File: src/button_click_event_detector_macros.svh
// Assertion helpers used by the detector top level to check the design.
`ifndef BUTTON_CLICK_EVENT_DETECTOR_MACROS_SVH
`define BUTTON_CLICK_EVENT_DETECTOR_MACROS_SVH

// Same-cycle implication, checked on every rising edge outside reset.
`define BCED_ASSERT_IMP(lbl, ante, cons) \
  lbl: assert property (@(posedge clk) disable iff (!rst_n) (ante) |-> (cons)) \
    else $error("bced check failed");

// Next-cycle implication.
`define BCED_ASSERT_NEXT(lbl, ante, cons) \
  lbl: assert property (@(posedge clk) disable iff (!rst_n) (ante) |=> (cons)) \
    else $error("bced check failed");

`endif

File: src/bced_pkg.sv
`default_nettype none

package bced_pkg;

  localparam int NUM_KEYS_DEF   = 4;
  localparam int FIFO_DEPTH_DEF = 16;
  localparam int LEVEL_BITS     = 4;
  localparam int CFG_AW         = 4;

  localparam logic [15:0] COUNT_MAX         = 16'hFFFF;
  localparam logic [15:0] FILTER_PERIOD_RST = 16'd20;
  localparam logic [15:0] LONG_PERIOD_RST   = 16'd1500;
  localparam logic [15:0] DOUBLE_WINDOW_RST = 16'd300;

  localparam logic KIND_POP = 1'b1;

  typedef enum logic [1:0] {
    EV_SHORT        = 2'd0,
    EV_DOUBLE       = 2'd1,
    EV_LONG         = 2'd2,
    EV_LONG_RELEASE = 2'd3
  } ev_code_t;

  typedef struct packed {
    logic           is_pop;
    logic [LEVEL_BITS-1:0] levels;
  } cmd_t;

  typedef struct packed {
    logic [1:0] key;
    ev_code_t   code;
  } evt_t;

  typedef struct packed {
    logic valid;
    evt_t evt;
  } push_t;

  typedef struct packed {
    logic empty;
    logic full;
    logic overflow;
  } fifo_st_t;

endpackage

`default_nettype wire

File: src/bced_front.sv
`default_nettype none

module bced_front import bced_pkg::*; (
  input  logic                  clk,
  input  logic                  rst_n,
  input  logic                  in_valid,
  output logic                  in_stall,
  input  logic                  in_kind,
  input  logic [LEVEL_BITS-1:0] in_key_levels,
  output logic                  cmd_valid,
  output cmd_t                  cmd,
  input  logic                  cmd_take
);

  // Two-entry command queue; pointers toggle between the slots.
  cmd_t       q_r [2];
  logic       wr_ptr_r, rd_ptr_r;
  logic [1:0] cnt_r, cnt_nxt;
  logic       accept;

  assign in_stall  = cnt_r[1];
  assign accept    = in_valid && !in_stall;
  assign cmd_valid = (cnt_r != 2'd0);
  assign cmd       = q_r[rd_ptr_r];

  always_comb begin
    cnt_nxt = cnt_r;
    if (accept && !cmd_take) begin
      cnt_nxt = cnt_r + 2'd1;
    end else if (!accept && cmd_take) begin
      cnt_nxt = cnt_r - 2'd1;
    end
  end

  always_ff @(posedge clk) begin
    if (!rst_n) begin
      wr_ptr_r <= 1'b0;
      rd_ptr_r <= 1'b0;
      cnt_r    <= 2'd0;
    end else begin
      cnt_r <= cnt_nxt;
      if (accept) begin
        wr_ptr_r <= !wr_ptr_r;
      end
      if (cmd_take) begin
        rd_ptr_r <= !rd_ptr_r;
      end
    end
  end

  // Classify the item as it is queued.
  always_ff @(posedge clk) begin
    if (accept) begin
      q_r[wr_ptr_r].is_pop <= (in_kind == KIND_POP);
      q_r[wr_ptr_r].levels <= in_key_levels;
    end
  end

endmodule

`default_nettype wire

File: src/bced_event_fifo.sv
`default_nettype none

module bced_event_fifo import bced_pkg::*; #(
  parameter int FIFO_DEPTH = FIFO_DEPTH_DEF
) (
  input  logic     clk,
  input  logic     rst_n,
  input  push_t    push,
  input  logic     pop_req,
  output fifo_st_t fifo_st,
  output evt_t     rd_data
);

  localparam int IDX_W = $clog2(FIFO_DEPTH);
  localparam logic [IDX_W-1:0] LAST = IDX_W'(FIFO_DEPTH - 1);

  evt_t             mem [FIFO_DEPTH];
  evt_t             rd_data_r;
  logic [IDX_W-1:0] wr_idx_r, rd_idx_r;
  logic             wr_ph_r, rd_ph_r, ovf_r;
  logic             do_push;

  // Phase bits tell a full queue from an empty one at equal indexes.
  assign fifo_st.empty    = (wr_idx_r == rd_idx_r) && (wr_ph_r == rd_ph_r);
  assign fifo_st.full     = (wr_idx_r == rd_idx_r) && (wr_ph_r != rd_ph_r);
  assign fifo_st.overflow = ovf_r;
  assign rd_data          = rd_data_r;
  assign do_push          = push.valid && !fifo_st.full;

  always_ff @(posedge clk) begin
    if (!rst_n) begin
      wr_idx_r <= '0;
      rd_idx_r <= '0;
      wr_ph_r  <= 1'b0;
      rd_ph_r  <= 1'b0;
      ovf_r    <= 1'b0;
    end else begin
      if (push.valid && fifo_st.full) begin
        ovf_r <= 1'b1;
      end
      if (do_push) begin
        if (wr_idx_r == LAST) begin
          wr_idx_r <= '0;
          wr_ph_r  <= !wr_ph_r;
        end else begin
          wr_idx_r <= wr_idx_r + 1'b1;
        end
      end
      if (pop_req) begin
        if (rd_idx_r == LAST) begin
          rd_idx_r <= '0;
          rd_ph_r  <= !rd_ph_r;
        end else begin
          rd_idx_r <= rd_idx_r + 1'b1;
        end
      end
    end
  end

  always_ff @(posedge clk) begin
    if (do_push) begin
      mem[wr_idx_r] <= push.evt;
    end
    if (pop_req) begin
      rd_data_r <= mem[rd_idx_r];
    end
  end

endmodule

`default_nettype wire

File: src/bced_back.sv
`default_nettype none

module bced_back import bced_pkg::*; #(
  parameter int NUM_KEYS = NUM_KEYS_DEF
) (
  input  logic        clk,
  input  logic        rst_n,
  input  logic [15:0] filter_period,
  input  logic [15:0] long_period,
  input  logic [15:0] double_window,
  input  logic        cmd_valid,
  input  cmd_t        cmd,
  output logic        cmd_take,
  output push_t       push,
  output logic        pop_req,
  input  fifo_st_t    fifo_st,
  input  evt_t        rd_data,
  output logic        out_valid,
  input  logic        out_stall,
  output logic        out_has_event,
  output logic [1:0]  out_key_index,
  output logic [1:0]  out_event_code,
  output logic        out_overflow
);

  localparam int KEY_W = (NUM_KEYS > 1) ? $clog2(NUM_KEYS) : 1;
  localparam logic [KEY_W-1:0] KEY_LAST = KEY_W'(NUM_KEYS - 1);

  typedef enum logic [2:0] {
    M_IDLE, M_PRESS_FILTER, M_CHECK_LONG, M_SHORT_REL_FILTER,
    M_CHECK_DOUBLE, M_DOUBLE_FILTER, M_DOUBLE_REL_FILTER, M_LONG_REL_FILTER
  } mode_t;

  typedef enum logic [1:0] {S_FETCH, S_TICK, S_POP} seq_t;

  typedef struct packed {
    mode_t       mode;
    logic [15:0] cnt;
    logic [15:0] saved;
    logic        push;
    ev_code_t    code;
  } step_t;

  function automatic step_t key_step(mode_t m, logic [15:0] c, logic [15:0] s,
                                     logic p, logic [15:0] fp, logic [15:0] lp,
                                     logic [15:0] dw);
    step_t       r;
    logic [15:0] c1;
    logic [16:0] sum;
    logic [15:0] rs;
    c1  = (c == COUNT_MAX) ? c : c + 16'd1;
    sum = {1'b0, c1} + {1'b0, s};
    rs  = sum[16] ? COUNT_MAX : sum[15:0];
    r.mode  = m;
    r.cnt   = c;
    r.saved = s;
    r.push  = 1'b0;
    r.code  = EV_SHORT;
    unique case (m)
      M_IDLE: begin
        if (p) begin
          r.mode = M_PRESS_FILTER;
          r.cnt  = '0;
        end
      end
      M_PRESS_FILTER: begin
        r.cnt = c1;
        if (c1 >= fp) begin
          r.mode = p ? M_CHECK_LONG : M_IDLE;
          if (p) r.cnt = '0;
        end
      end
      M_CHECK_LONG: begin
        r.cnt = c1;
        if (c1 < lp) begin
          if (!p) begin
            r.mode  = M_SHORT_REL_FILTER;
            r.saved = c1;
            r.cnt   = '0;
          end
        end else if (p) begin
          r.push = 1'b1;
          r.code = EV_LONG;
          r.mode = M_LONG_REL_FILTER;
          r.cnt  = '0;
        end
      end
      M_SHORT_REL_FILTER: begin
        r.cnt = c1;
        if (c1 >= fp) begin
          if (!p) begin
            r.mode = M_CHECK_DOUBLE;
            r.cnt  = '0;
          end else begin
            // bounce: resume long detection with the held time restored
            r.mode = M_CHECK_LONG;
            r.cnt  = rs;
          end
        end
      end
      M_CHECK_DOUBLE: begin
        r.cnt = c1;
        if (c1 < dw) begin
          if (p) begin
            r.mode  = M_DOUBLE_FILTER;
            r.cnt   = '0;
            r.saved = '0;
          end
        end else if (!p) begin
          r.push = 1'b1;
          r.code = EV_SHORT;
          r.mode = M_IDLE;
        end else begin
          r.mode = M_PRESS_FILTER;
          r.cnt  = '0;
        end
      end
      M_DOUBLE_FILTER: begin
        r.cnt = c1;
        if (c1 >= fp) begin
          if (p) begin
            r.push = 1'b1;
            r.code = EV_DOUBLE;
            r.mode = M_DOUBLE_REL_FILTER;
            r.cnt  = '0;
          end else begin
            r.mode = M_CHECK_DOUBLE;
            r.cnt  = rs;
          end
        end
      end
      M_DOUBLE_REL_FILTER: begin
        if (!p) begin
          r.cnt = c1;
          if (c1 >= fp) r.mode = M_IDLE;
        end
      end
      M_LONG_REL_FILTER: begin
        if (!p) begin
          r.cnt = c1;
          if (c1 >= fp) begin
            r.push = 1'b1;
            r.code = EV_LONG_RELEASE;
            r.mode = M_IDLE;
          end
        end
      end
    endcase
    return r;
  endfunction

  seq_t                  state_r;
  logic [KEY_W-1:0]      key_r;
  logic [LEVEL_BITS-1:0] levels_r;
  mode_t                 mode_r  [NUM_KEYS];
  logic [15:0]           cnt_r   [NUM_KEYS];
  logic [15:0]           saved_r [NUM_KEYS];
  logic                  out_valid_r, out_has_event_r, out_overflow_r;
  logic [1:0]            out_key_index_r, out_event_code_r;
  logic [NUM_KEYS-1:0]   lvl_vec;
  logic                  out_free;
  logic                  out_load;
  step_t                 step;

  for (genvar i = 0; i < NUM_KEYS; i++) begin : g_lvl
    if (i < LEVEL_BITS) begin : g_pin
      assign lvl_vec[i] = levels_r[i];
    end else begin : g_none
      assign lvl_vec[i] = 1'b1;
    end
  end

  assign step = key_step(mode_r[key_r], cnt_r[key_r], saved_r[key_r], !lvl_vec[key_r],
                         filter_period, long_period, double_window);

  assign out_free   = !out_valid_r || !out_stall;
  assign cmd_take   = (state_r == S_FETCH) && cmd_valid && (!cmd.is_pop || out_free);
  assign pop_req    = cmd_take && cmd.is_pop && !fifo_st.empty;
  assign push.valid = (state_r == S_TICK) && step.push;
  assign push.evt   = '{key: 2'(key_r), code: step.code};
  // load the result register on an empty pop or in S_POP for a pop from a non-empty queue
  assign out_load   = (state_r == S_POP) ||
                      ((state_r == S_FETCH) && cmd_take && cmd.is_pop && fifo_st.empty);

  assign out_valid      = out_valid_r;
  assign out_has_event  = out_has_event_r;
  assign out_key_index  = out_key_index_r;
  assign out_event_code = out_event_code_r;
  assign out_overflow   = out_overflow_r;

  always_ff @(posedge clk) begin
    if (!rst_n) begin
      state_r     <= S_FETCH;
      key_r       <= '0;
      out_valid_r <= 1'b0;
      for (int k = 0; k < NUM_KEYS; k++) begin
        mode_r[k]  <= M_IDLE;
        cnt_r[k]   <= '0;
        saved_r[k] <= '0;
      end
    end else begin
      if (out_load) begin
        out_valid_r <= 1'b1;
      end else if (out_valid_r && !out_stall) begin
        out_valid_r <= 1'b0;
      end
      unique case (state_r)
        S_FETCH: begin
          if (cmd_take && !cmd.is_pop) begin
            levels_r <= cmd.levels;
            key_r    <= '0;
            state_r  <= S_TICK;
          end else if (cmd_take && fifo_st.empty) begin
            out_has_event_r  <= 1'b0;
            out_key_index_r  <= '0;
            out_event_code_r <= '0;
            out_overflow_r   <= fifo_st.overflow;
          end else if (cmd_take) begin
            state_r <= S_POP;
          end
        end
        S_TICK: begin
          mode_r[key_r]  <= step.mode;
          cnt_r[key_r]   <= step.cnt;
          saved_r[key_r] <= step.saved;
          if (key_r == KEY_LAST) begin
            state_r <= S_FETCH;
          end else begin
            key_r <= key_r + 1'b1;
          end
        end
        S_POP: begin
          out_has_event_r  <= 1'b1;
          out_key_index_r  <= rd_data.key;
          out_event_code_r <= rd_data.code;
          out_overflow_r   <= fifo_st.overflow;
          state_r          <= S_FETCH;
        end
        default: state_r <= S_FETCH;
      endcase
    end
  end

endmodule

`default_nettype wire

File: src/button_click_event_detector.sv
// Channel   Dir  Handshake         Payload
// in        in   in_valid/in_stall in_kind, in_key_levels
// out       out  out_valid/out_stall out_has_event, out_key_index, out_event_code,
//                                  out_overflow
// cfg       in   APB psel/penable  paddr[3:2] selects filter, long, double window
//
// A tick item passes through the back end as a fetch step, then each key in turn
// through the single shared key-step unit. A pop on an empty queue loads the result
// register from S_FETCH; otherwise it passes through S_POP (registered event RAM read).
// Reset is synchronous, active low; it returns every key to idle and empties the queue.
// A two-entry command queue takes items, until both are full, while the back end works or
// the result register waits on out_stall; a pop also waits for that register to free up.
`default_nettype none

module button_click_event_detector import bced_pkg::*; #(
  parameter int NUM_KEYS   = NUM_KEYS_DEF,
  parameter int FIFO_DEPTH = FIFO_DEPTH_DEF
) (
  input  logic                  clk,
  input  logic                  rst_n,
  input  logic                  in_valid,
  output logic                  in_stall,
  input  logic                  in_kind,
  input  logic [LEVEL_BITS-1:0] in_key_levels,
  output logic                  out_valid,
  input  logic                  out_stall,
  output logic                  out_has_event,
  output logic [1:0]            out_key_index,
  output logic [1:0]            out_event_code,
  output logic                  out_overflow,
  input  logic                  psel,
  input  logic                  penable,
  input  logic                  pwrite,
  input  logic [CFG_AW-1:0]     paddr,
  input  logic [31:0]           pwdata,
  output logic [31:0]           prdata,
  output logic                  pready
);

`include "button_click_event_detector_macros.svh"

  // register indexes on paddr[3:2]
  localparam logic [1:0] REG_FILTER = 2'd0;
  localparam logic [1:0] REG_LONG   = 2'd1;
  localparam logic [1:0] REG_DOUBLE = 2'd2;

  logic [15:0] filter_period_r, long_period_r, double_window_r;
  logic        cfg_wr;
  logic        cmd_valid, cmd_take, pop_req;
  cmd_t        cmd;
  push_t       push;
  fifo_st_t    fifo_st;
  evt_t        rd_data;

  // APB: no wait states; write lands on the access cycle.
  assign pready = 1'b1;
  assign cfg_wr = psel && penable && pwrite && pready;

  always_ff @(posedge clk) begin
    if (!rst_n) begin
      filter_period_r <= FILTER_PERIOD_RST;
      long_period_r   <= LONG_PERIOD_RST;
      double_window_r <= DOUBLE_WINDOW_RST;
    end else if (cfg_wr) begin
      // drop writes to the unused fourth slot
      unique case (paddr[3:2])
        REG_FILTER: filter_period_r <= pwdata[15:0];
        REG_LONG:   long_period_r   <= pwdata[15:0];
        REG_DOUBLE: double_window_r <= pwdata[15:0];
        default: ;
      endcase
    end
  end

  always_comb begin
    unique case (paddr[3:2])
      REG_FILTER: prdata = {16'd0, filter_period_r};
      REG_LONG:   prdata = {16'd0, long_period_r};
      REG_DOUBLE: prdata = {16'd0, double_window_r};
      default:    prdata = '0;
    endcase
  end

  // Front end: accept and classify items into the command queue.
  bced_front u_front (
    .clk           (clk),
    .rst_n         (rst_n),
    .in_valid      (in_valid),
    .in_stall      (in_stall),
    .in_kind       (in_kind),
    .in_key_levels (in_key_levels),
    .cmd_valid     (cmd_valid),
    .cmd           (cmd),
    .cmd_take      (cmd_take)
  );

  // Back end: step the key machines one key a cycle, serve pops.
  bced_back #(
    .NUM_KEYS (NUM_KEYS)
  ) u_back (
    .clk            (clk),
    .rst_n          (rst_n),
    .filter_period  (filter_period_r),
    .long_period    (long_period_r),
    .double_window  (double_window_r),
    .cmd_valid      (cmd_valid),
    .cmd            (cmd),
    .cmd_take       (cmd_take),
    .push           (push),
    .pop_req        (pop_req),
    .fifo_st        (fifo_st),
    .rd_data        (rd_data),
    .out_valid      (out_valid),
    .out_stall      (out_stall),
    .out_has_event  (out_has_event),
    .out_key_index  (out_key_index),
    .out_event_code (out_event_code),
    .out_overflow   (out_overflow)
  );

  // Event queue; full pushes are dropped and flagged.
  bced_event_fifo #(
    .FIFO_DEPTH (FIFO_DEPTH)
  ) u_fifo (
    .clk     (clk),
    .rst_n   (rst_n),
    .push    (push),
    .pop_req (pop_req),
    .fifo_st (fifo_st),
    .rd_data (rd_data)
  );

  `BCED_ASSERT_IMP(a_pop_not_empty, pop_req, !fifo_st.empty)
  `BCED_ASSERT_NEXT(a_drop_sets_overflow, push.valid && fifo_st.full, fifo_st.overflow)
  `BCED_ASSERT_NEXT(a_overflow_sticky, fifo_st.overflow, fifo_st.overflow)
  `BCED_ASSERT_IMP(a_pop_needs_slot, cmd_take && cmd.is_pop, !out_valid || !out_stall)

endmodule

`default_nettype wire
File: config.mk
export PLATFORM = sky130hd
export DESIGN_NAME = button_click_event_detector
export DESIGN_NICKNAME = d
export VERILOG_FILES = /design/src/bced_pkg.sv /design/src/bced_front.sv /design/src/bced_event_fifo.sv /design/src/bced_back.sv /design/src/button_click_event_detector.sv
export VERILOG_INCLUDE_DIRS = /design/src /design/src/src
export SDC_FILE = /design/constraint.sdc
export NUM_CORES = 1
export LEC_CHECK = 0
export ABC_AREA = 1
export BUFFER_PORTS_ARGS = -buffer_cell sky130_fd_sc_hd__buf_2
export CAP_MARGIN = 25
export CORE_AREA = 5 5 237 239
export CTS_CLUSTER_SIZE = 14
export DETAILED_ROUTE_END_ITERATION = 8
export DIE_AREA = 0 0 242 244
export PLACE_DENSITY = 0.52
export SLEW_MARGIN = 25
export SYNTH_ARGS = -nofsm -noshare
export SYNTH_HDL_FRONTEND = slang
export SYNTH_SLANG_ARGS = --single-unit
File: constraint.sdc
create_clock -name clk -period 6.9 [get_ports clk]
set_input_delay 0.345 -clock clk [delete_from_list [all_inputs] [get_ports clk]]
set_output_delay 0.345 -clock clk [all_outputs]
set_load 0.01 [all_outputs]
==> results of run 1 <==
-- registers in the layout, indices dropped and copies added (netlist names), 2 cells and up, named ones only --
name	cells
u_back.out_key_index	2
u_fifo.mem	64
u_back.levels_r	4
u_back.saved_r	64
u_back.key_r	2
u_back.state_r	2
u_back.out_event_code	2
long_period_r	16
double_window_r	16
u_fifo.rd_data	4
u_fifo.rd_idx_r	4
u_front.q_r	10
filter_period_r	16
u_fifo.wr_idx_r	4
u_front.cnt_r	2
u_back.mode_r	12
u_back.cnt_r	64
-- path summary, 6_finish.rpt --
path / from / end / slack [ns] / depth (start not counted)
min reg2reg: u_fifo.ovf_r / u_back.out_overflow / 0.45 / 0
min: pwdata[2] / filter_period_r[2] / 0.04 / 3
max: flip-flop / u_back.cnt_r[0][12] / 0.74 / 23
max reg2reg: flip-flop / u_back.cnt_r[0][12] / 0.74 / 23
-- where the power goes --
part / switching (µW) / internal [µW] / total (µW)
Combinational: 3690 / 1570 / 5250
Sequential: 97.6 / 2160 / 2260
Clock: 760 / 1150 / 1910
-- kinds of logic (layout without fill, tap and decap cells) --
| logic type | count (synthesis) | count (layout) | synth area share, % |
|---|---|---|---|
| simple gates | 900 | 900 | 21.9 |
| compound gates | 396 | 396 | 14.1 |
| buf+inv | 332 | 376 | 8.30 |
| flops | 299 | 299 | 48.4 |
| fa+ha+maj | 70 | 70 | 5.17 |
| xor+xnor | 24 | 24 | 1.23 |
| mux | 13 | 13 | 0.791 |
| other cells | 2 | 17 | 0.0440 |
-- cells in the final DEF (no fill, tap or decap), types with 6 or more instances in the layout --
cell       instances
a21oi_1          134
a32oi_1           18
nand2_1          434
mux2i_1            9
edfxtp_1         228
clkinv_1           7
nand2_2           18
buf_4             38
o21ai_1            8
inv_1            213
xor2_1            18
buf_2             53
o21bai_1           6
xnor2_1            6
clkbuf_16         35
conb_1            17
o211ai_1          37
nor3_1            21
ha_1              69
o221ai_1          23
o32ai_1            8
or2_2              6
o21ai_0          118
nand3_1          136
nand4_1           11
dfxtp_1           70
a31oi_1           13
nor2_1           254
-- Yosys cell counts (4+ instances only) --
cell	count
edfxtp_1	228
mux2_2	4
buf_4	25
nor4_1	4
xnor2_1	6
o211ai_1	37
dfxtp_1	71
nand2_1	437
o221ai_1	23
o21bai_1	6
o21ai_1	7
xor2_1	18
inv_1	213
o21ai_0	119
o32ai_1	8
a211oi_1	5
mux2i_1	9
a21oi_1	134
or2_2	6
nand2_2	16
nor2_4	4
nand4_1	11
nor2_1	255
clkbuf_1	64
a31oi_1	13
buf_1	8
buf_6	8
buf_2	7
a32oi_1	19
nor3_1	21
nand3_1	137
ha_1	69
-- layout make-up --
cell class                      count  area [µm²]
Clock buffer                       43         930
Timing Repair Buffer               97         628
Tap cell                          696         871
Sequential cell                   299        8270
Inverter                          220         833
Clock inverter                     16         245
Fill cell                        5480       34300
Multi-Input combinational cell   1420        7490
-- layer usage --
layer	vias up	GRT usage, %	share of wire (%)
met5	-	0	0
met4	0	6.13	3.0
met3	84	2.06	4.3
met2	343	28.2	48
met1	6722	21.2	45
li1	6974	-	-
-- critical path, cell delays in order, from the launching register on --
cell,delay [ns]
dfxtp_2,0.58
buf_4,0.57
nand2_1,0.12
nand3_1,0.13
nand2_2,0.12
nor2_4,0.16
nand2_2,0.07
nor2_4,0.15
nand2_2,0.19
inv_1,0.21
nor3_2,0.09
nand2_1,0.08
nor2_1,0.04
a21oi_1,0.48
buf_4,0.25
ha_1,0.30
a21oi_1,0.22
o21ai_0,0.18
a211oi_1,0.46
nand2_1,0.36
o21ai_0,0.25
a21oi_1,0.08
o21ai_0,0.59
nor2_1,0.09
-- stage by stage --
| stage | total power (µW) | area, µm² | utilization (%) | hold slack, ns |
|---|---|---|---|---|
| finish | 9430 | 19300 | 35.9 | 0.0362 |
| global placement | 7440 | 18000 | 33.6 | 0.414 |
| detailed placement | 7500 | 18000 | 33.7 | 0.426 |
| global route | 10200 | 19300 | 35.9 | 0.0335 |
| floorplan | 5960 | 17100 | - | 0.408 |
| CTS | 9450 | 19300 | 35.9 | 0.0107 |
==> flow_metrics.tcl, run 1 <==
set metrics [dict create \
    layout_setup_ws_ns 0.743 \
    async_flop_share_pct 0 \
    gp_congestion 0.916 \
    cts-htree-levels 2 \
    grt_first_pass_wirelength_um 77900 \
    period_share_pct 89.2 \
    wire_per_inst_um 17.8 \
    max_cap_viol_count 0 \
    yosys_warnings 0 \
    grt_start_max_net_pins 62 \
    avgSynthCellArea_um2 8.39 \
    max_slew.worst_pin.slew_ns 0.969 \
    hold_violations 0 \
    cts_tree "done" \
    cts.path.max_buffers 3 \
    cts-buffers-inserted 35 \
    synth_top_area_cell "edfxtp_1" \
    cts.repair.resized 0 \
    relSlewSlack_pct 35.3 \
    grtUsageTotal_pct 16.4 \
    synth_ff_type "edfxtp_1" \
    drive_above_1_share_pct 9.59 \
    route.final.wire_length_um 49700 \
    clock_sinks 299 \
    dieArea_um2 59000 \
    route.detailed.drc 0 \
    drt_iter0_drc 1006 \
    synth_top_area_share_pct 40.1 \
    maxSlewViolCount 0 \
    path_class "flip-flop to flip-flop" \
    post-route-min-period_ns 6.16 \
    io-pin-count 89 \
    start_kind "flip-flop" \
    drtAntennaViolNets 0 \
    holdCritPathClass "primary input to flip-flop" \
    post-cts-setup-buffers 0 \
    overflow 0 \
    die_y_um 244 \
    path_max_fanout 52 \
    vdd_drop_max_mv 0.315 \
    dp.cells 2727 \
    yosys-top-cells-area "edfxtp_1, nand2_1, dfxtp_1" \
    powerDensity_nw_per_um2 489 \
    grt_pass1_vias 13800 \
    tns_ns 0 \
    fmax_mhz 162 \
    area_growth_pct 12.8 \
    ctsHoldBuffers 5 \
    antenna_found_initial 0 \
    firstDrtPassIters 5 \
    ys_ff_latch 299 \
    via_per_inst 5.06 \
    synth_edf_count 228 \
    dp_worst_setup_slack_ns 0.856 \
    skew_ns 0.0267 \
    cp.required_ns 7.17 \
    vias 14100 \
    port_buffers 53 \
    netlist_area_um2 17100 \
    fp.coreArea_um2 53600 \
    grt_setup_unrepaired "false" \
    clock_latency_ns 0.56 \
    leakage_uw 0.00795 \
    dp_hpwl_um 34000 \
    nets 2191 \
    yosysUniqueCellTypes 55 \
    status "finished clean" \
    crit_arrival_ns 6.43 \
    die_w_um 242 \
    seq_area_frac_synth_pct 48.4 \
    n_antenna_cell 0 \
    start_util_pct 31.9 \
    clk_pin_slew_ns 0.06 \
    critPathCaptureType "flip-flop" \
    synthCells 2036 \
    cts_root_buf "clkbuf_16" \
    instances_no_fill 2791 \
    rows 85 \
    setup_viol 0 \
]
Power figures use the tool's default switching activity.
==> inputs of run 2 (changes only) <==
- MAX_ROUTING_LAYER: default -> met4
==> flow_metrics.tcl, run 2 (same netlist as run 1, synthesis figures left out) <==
set metrics [dict create \
    drt_iter0_drc 1050 \
    status "finished clean" \
    drive_above_1_share_pct 9.61 \
    hold_violations 0 \
    path_class "flip-flop to flip-flop" \
    layout_setup_ws_ns 0.923 \
    max_slew.worst_pin.slew_ns 1.01 \
    holdCritPathClass "primary input to flip-flop" \
    vdd_drop_max_mv 0.252 \
    n_antenna_cell 0 \
    route.detailed.drc 0 \
    fmax_mhz 167 \
    p_comb_share_pct 57.1 \
    dp_worst_setup_slack_ns 0.883 \
    seq_power_share_pct 24.2 \
    overflow 0 \
    grt_first_pass_wirelength_um 78000 \
    tns_ns 0 \
    utilization_pct 35.8 \
    setup_viol 0 \
    crit_arrival_ns 6.24 \
    max_stage_delay_ns 0.66 \
    io-pin-count 89 \
    start_util_pct 31.9 \
    antenna_found_initial 0 \
    clock_latency_ns 0.56 \
    cp_common_cell "nand2_1" \
    switchingPower_uw 4570 \
    path_max_fanout 28 \
    cts-htree-levels 2 \
    nets 2195 \
    cts_root_buf "clkbuf_16" \
    leakage_uw 0.00791 \
    powerDensity_nw_per_um2 486 \
    cp.required_ns 7.17 \
    drtAntennaViolNets 0 \
    relSlewSlack_pct 32.8 \
    internal_power_uw 4750 \
    start_kind "flip-flop" \
    min_delay_path_depth 3 \
    skew_ns 0.0321 \
    fp.coreArea_um2 53600 \
    clk_pin_slew_ns 0.06 \
    max_cap_viol_count 0 \
    area_growth_pct 12.3 \
    die_w_um 242 \
    cts.path.max_buffers 3 \
    seqCellArea_um2 8270 \
    die_y_um 244 \
    port_buffers 53 \
    dieArea_um2 59000 \
    firstDrtPassIters 6 \
    cts-buffers-inserted 35 \
    vias 14300 \
    critPathBufInv 6 \
    grtUsageTotal_pct 16.8 \
    rows 85 \
    nFillCells 5570 \
    grt_setup_unrepaired "false" \
    reg_top3 "u_back.cnt_r (64), u_back.saved_r (64), u_fifo.mem (64)" \
    multi_input_area_um2 7480 \
    critical_path.slowest_cell "nor2_2" \
    gp_congestion 0.986 \
    mostFrequentLayoutCell "nand2_1" \
    via_per_inst 5.10 \
    maxSlewViolCount 0 \
    route.final.wire_length_um 49500 \
    clock_sinks 299 \
    grt_start_max_net_pins 62 \
    cts_tree "done" \
    dp_hpwl_um 34100 \
    critical_path.top_delay_family "simple AND/OR/NAND/NOR gates" \
    period_share_pct 86.6 \
    post-cts-setup-buffers 0 \
    critPathCaptureType "flip-flop" \
    grt_pass1_vias 13700 \
    switching_share_pct 49.1 \
    p_clk_share_pct 18.8 \
    worstRegToRegCells 28 \
    crit_cells 28 \
    layout_common_cells "nand2_1, nor2_1, edfxtp_1" \
    wire_per_inst_um 17.7 \
    post-route-min-period_ns 5.98 \
]
## run 2: cell type report
type / instances / share of cell area, %
timing repair buffer: 101 / 3.33
multi-input combinational: 1420 / 39.0
clock buffer: 47 / 4.86
inverter: 220 / 4.35
tap: 696 / 4.54
sequential: 299 / 43.1
clock inverter: 15 / 0.738
## run 2: final timing paths
check,from,end,slack (ns)
worst min register to register,u_fifo.ovf_r,u_back.out_overflow,0.44
worst max-delay path,flip-flop,u_back.saved_r[1][3],0.92
worst min-delay path,pwdata[2],double_window_r[2],0.05
worst max register to register,flip-flop,u_back.saved_r[1][3],0.92
## run 2: repair_timing
| item | CTS | global route |
|---|---|---|
| gates resized for setup | 0 | 0 |
| hold buffers | 5 | 0 |
| endpoints found under the hold margin | 10 | 0 |
## run 2: worst reg2reg max path, delay by kind of cell, from the launching register on
family | cells | cell delay (ns)
buf+inv | 6 | 1.30
flops | 1 | 0.33
simple gates | 17 | 2.83
fa+ha+maj | 1 | 0.29
compound gates | 4 | 0.95
## run 2: power groups by stage
stage	clock (µW)	combinational [µW]	sequential [µW]
after floorplan	0	3700	2260
after global placement	0	5210	2290
after detailed placement	0	5270	2290
after CTS	1800	5290	2260
after global routing	1870	5940	2270
final	1750	5320	2250
## run 2: metrics by stage
step / cell area (µm²) / power, µW / hold slack [ns] / cells
floorplan: 17100 / 5960 / 0.408 / 2051
global placement: 18000 / 7490 / 0.416 / 2731
detailed placement: 18000 / 7560 / 0.425 / 2731
CTS: 19200 / 9350 / 0.0170 / 2798
global route: 19200 / 10100 / 0.0483 / 2798
finish: 19200 / 9320 / 0.0481 / 2798
## run 2: metal layers
metal | wire [µm] | global-route usage, % | share of wire (%) | vias up
li1 | - | - | - | 6994
met1 | 21800 | 21.2 | 44 | 6848
met2 | 24400 | 28.4 | 49 | 346
met3 | 2190 | 2.18 | 4.4 | 69
met4 | 1080 | 4.98 | 2.2 | 0
met5 | 0 | - | 0 | -
==> inputs of run 3 (changes only) <==
- PLACE_DENSITY: 0.52 -> 0.46
==> flow_metrics.tcl, run 3 (same netlist as run 1, synthesis figures left out) <==
set metrics [dict create \
    layout_common_cells "nand2_1, nor2_1, edfxtp_1" \
    vdd_drop_max_mv 0.234 \
    cts-htree-levels 2 \
    start_util_pct 31.9 \
    area_growth_pct 12.5 \
    clk_pin_slew_ns 0.06 \
    hold_violations 0 \
    cts_tree "done" \
    leakage_uw 0.00792 \
    dieArea_um2 59000 \
    rows 85 \
    worstRegToRegCells 28 \
    route.final.wire_length_um 51600 \
    status "finished clean" \
    cts_root_buf "clkbuf_16" \
    hold_end "long_period_r[7]" \
    max_cap_viol_count 0 \
    mostFrequentLayoutCell "nand2_1" \
    drtAntennaViolNets 0 \
    post-cts-setup-buffers 0 \
    drt_iter0_drc 914 \
    reg_top3 "u_back.cnt_r (64), u_back.saved_r (64), u_fifo.mem (64)" \
    critical_path.slowest_cell "nor2_2" \
    grt_first_pass_wirelength_um 80600 \
    drive_above_1_share_pct 9.52 \
    cp.required_ns 7.16 \
    crit_arrival_ns 6.50 \
    via_per_inst 5.04 \
    die_y_um 244 \
    post-route-min-period_ns 6.23 \
    path_max_fanout 33 \
    clock_sinks 299 \
    firstDrtPassIters 6 \
    port_buffers 53 \
    grt_setup_unrepaired "false" \
    antenna_found_initial 0 \
    die_w_um 242 \
    r2r_slack_ns 0.67 \
    relSlewSlack_pct 31.1 \
    dp_hpwl_um 35600 \
    max_slew.worst_pin.slew_ns 1.03 \
    max_stage_delay_ns 0.66 \
    start_kind "flip-flop" \
    whs_ns 0.0345 \
    grt_start_max_net_pins 62 \
    grtUsageTotal_pct 17.6 \
    powerDensity_nw_per_um2 490 \
    tns_ns 0 \
    overflow 0 \
    grt_pass1_vias 13800 \
    cts-buffers-inserted 35 \
    ctsHoldBuffers 5 \
    setup_viol 0 \
    holdCritPathClass "primary input to flip-flop" \
    cts.path.max_buffers 3 \
    vias 14100 \
    nets 2194 \
    io-pin-count 89 \
    wire_per_inst_um 18.4 \
    period_share_pct 90.3 \
    hp-start "pwdata[7]" \
    maxSlewViolCount 0 \
    fmax_mhz 160 \
    nFillCells 5696 \
    n_antenna_cell 0 \
    cts.repair.resized 0 \
    skew_ns 0.0275 \
    r2r_end "u_back.saved_r[3][3]" \
    route.detailed.drc 0 \
    fp.coreArea_um2 53600 \
    clock_latency_ns 0.56 \
    gp_congestion 0.891 \
    min_delay_path_depth 3 \
    path_class "flip-flop to flip-flop" \
    critPathCaptureType "flip-flop" \
]
==> run 3: changes by cell type in the layout (fill, tap and decap cells not counted), sizes merged <==
cell	change
buf	-1
bufinv	+1
clkbuf	-1
inv	-1
==> run 3: per-stage QoR <==
stage	worst slack [ns]	utilization [%]	cell area (µm²)	cells	power (µW)
floorplan	1.72	-	17100	2051	5960
global placement	0.737	33.6	18000	2730	7560
detailed placement	0.678	33.7	18000	2730	7610
CTS	0.621	35.8	19200	2796	9450
global route	0.149	35.8	19200	2796	10200
finish	0.666	35.8	19200	2796	9400
==> run 3: critical path, delay by kind of cell (launching register included) <==
family,cells,cell delay [ns]
and+or+nand+nor,15,2.40
adders and majority gates,2,0.60
AOI/OAI and AO/OA,5,1.29
buffers and inverters,5,0.69
xor gates and xnor gates,1,0.57
DFF,1,0.34
==> run 3: cell type report <==
cell class	count	area (µm²)	area share [%]
clock buffer	46	917	4.78
clock inverter	15	191	0.997
sequential	299	8270	43.1
tap	696	871	4.53
inverter	220	833	4.34
multi-input combinational	1420	7490	39.0
timing repair buffer	100	631	3.28
==> run 3: worst max path at each step <==
stage / startpoint / end / slack (ns) / cells past startpoint
global route: flip-flop / u_back.saved_r[3][14] / 0.15 / 27
global placement: flip-flop / u_back.saved_r[3][14] / 0.74 / 27
detailed placement: flip-flop / u_back.saved_r[3][14] / 0.68 / 27
finish: flip-flop / u_back.saved_r[3][3] / 0.67 / 28
floorplan: flip-flop / u_fifo.mem[0][0] / 1.72 / 36
CTS: flip-flop / u_back.saved_r[3][14] / 0.62 / 27
==> run 3: routing by layer <==
layer	global-route usage [%]	wire length [µm]	up-vias	part of all wire, %
met4	4.78	1120	0	2.2
met3	2.04	2000	73	3.9
met1	21.7	22600	6747	44
met5	-	0	-	0
met2	31.0	25900	299	50
li1	-	-	6976	-
==> run 3: where the power goes <==
group	internal [µW]	total [µW]	switching [µW]
Sequential	2160	2250	85.2
Clock	1030	1800	767
Combinational	1580	5360	3780
Total	4770	9400	4630
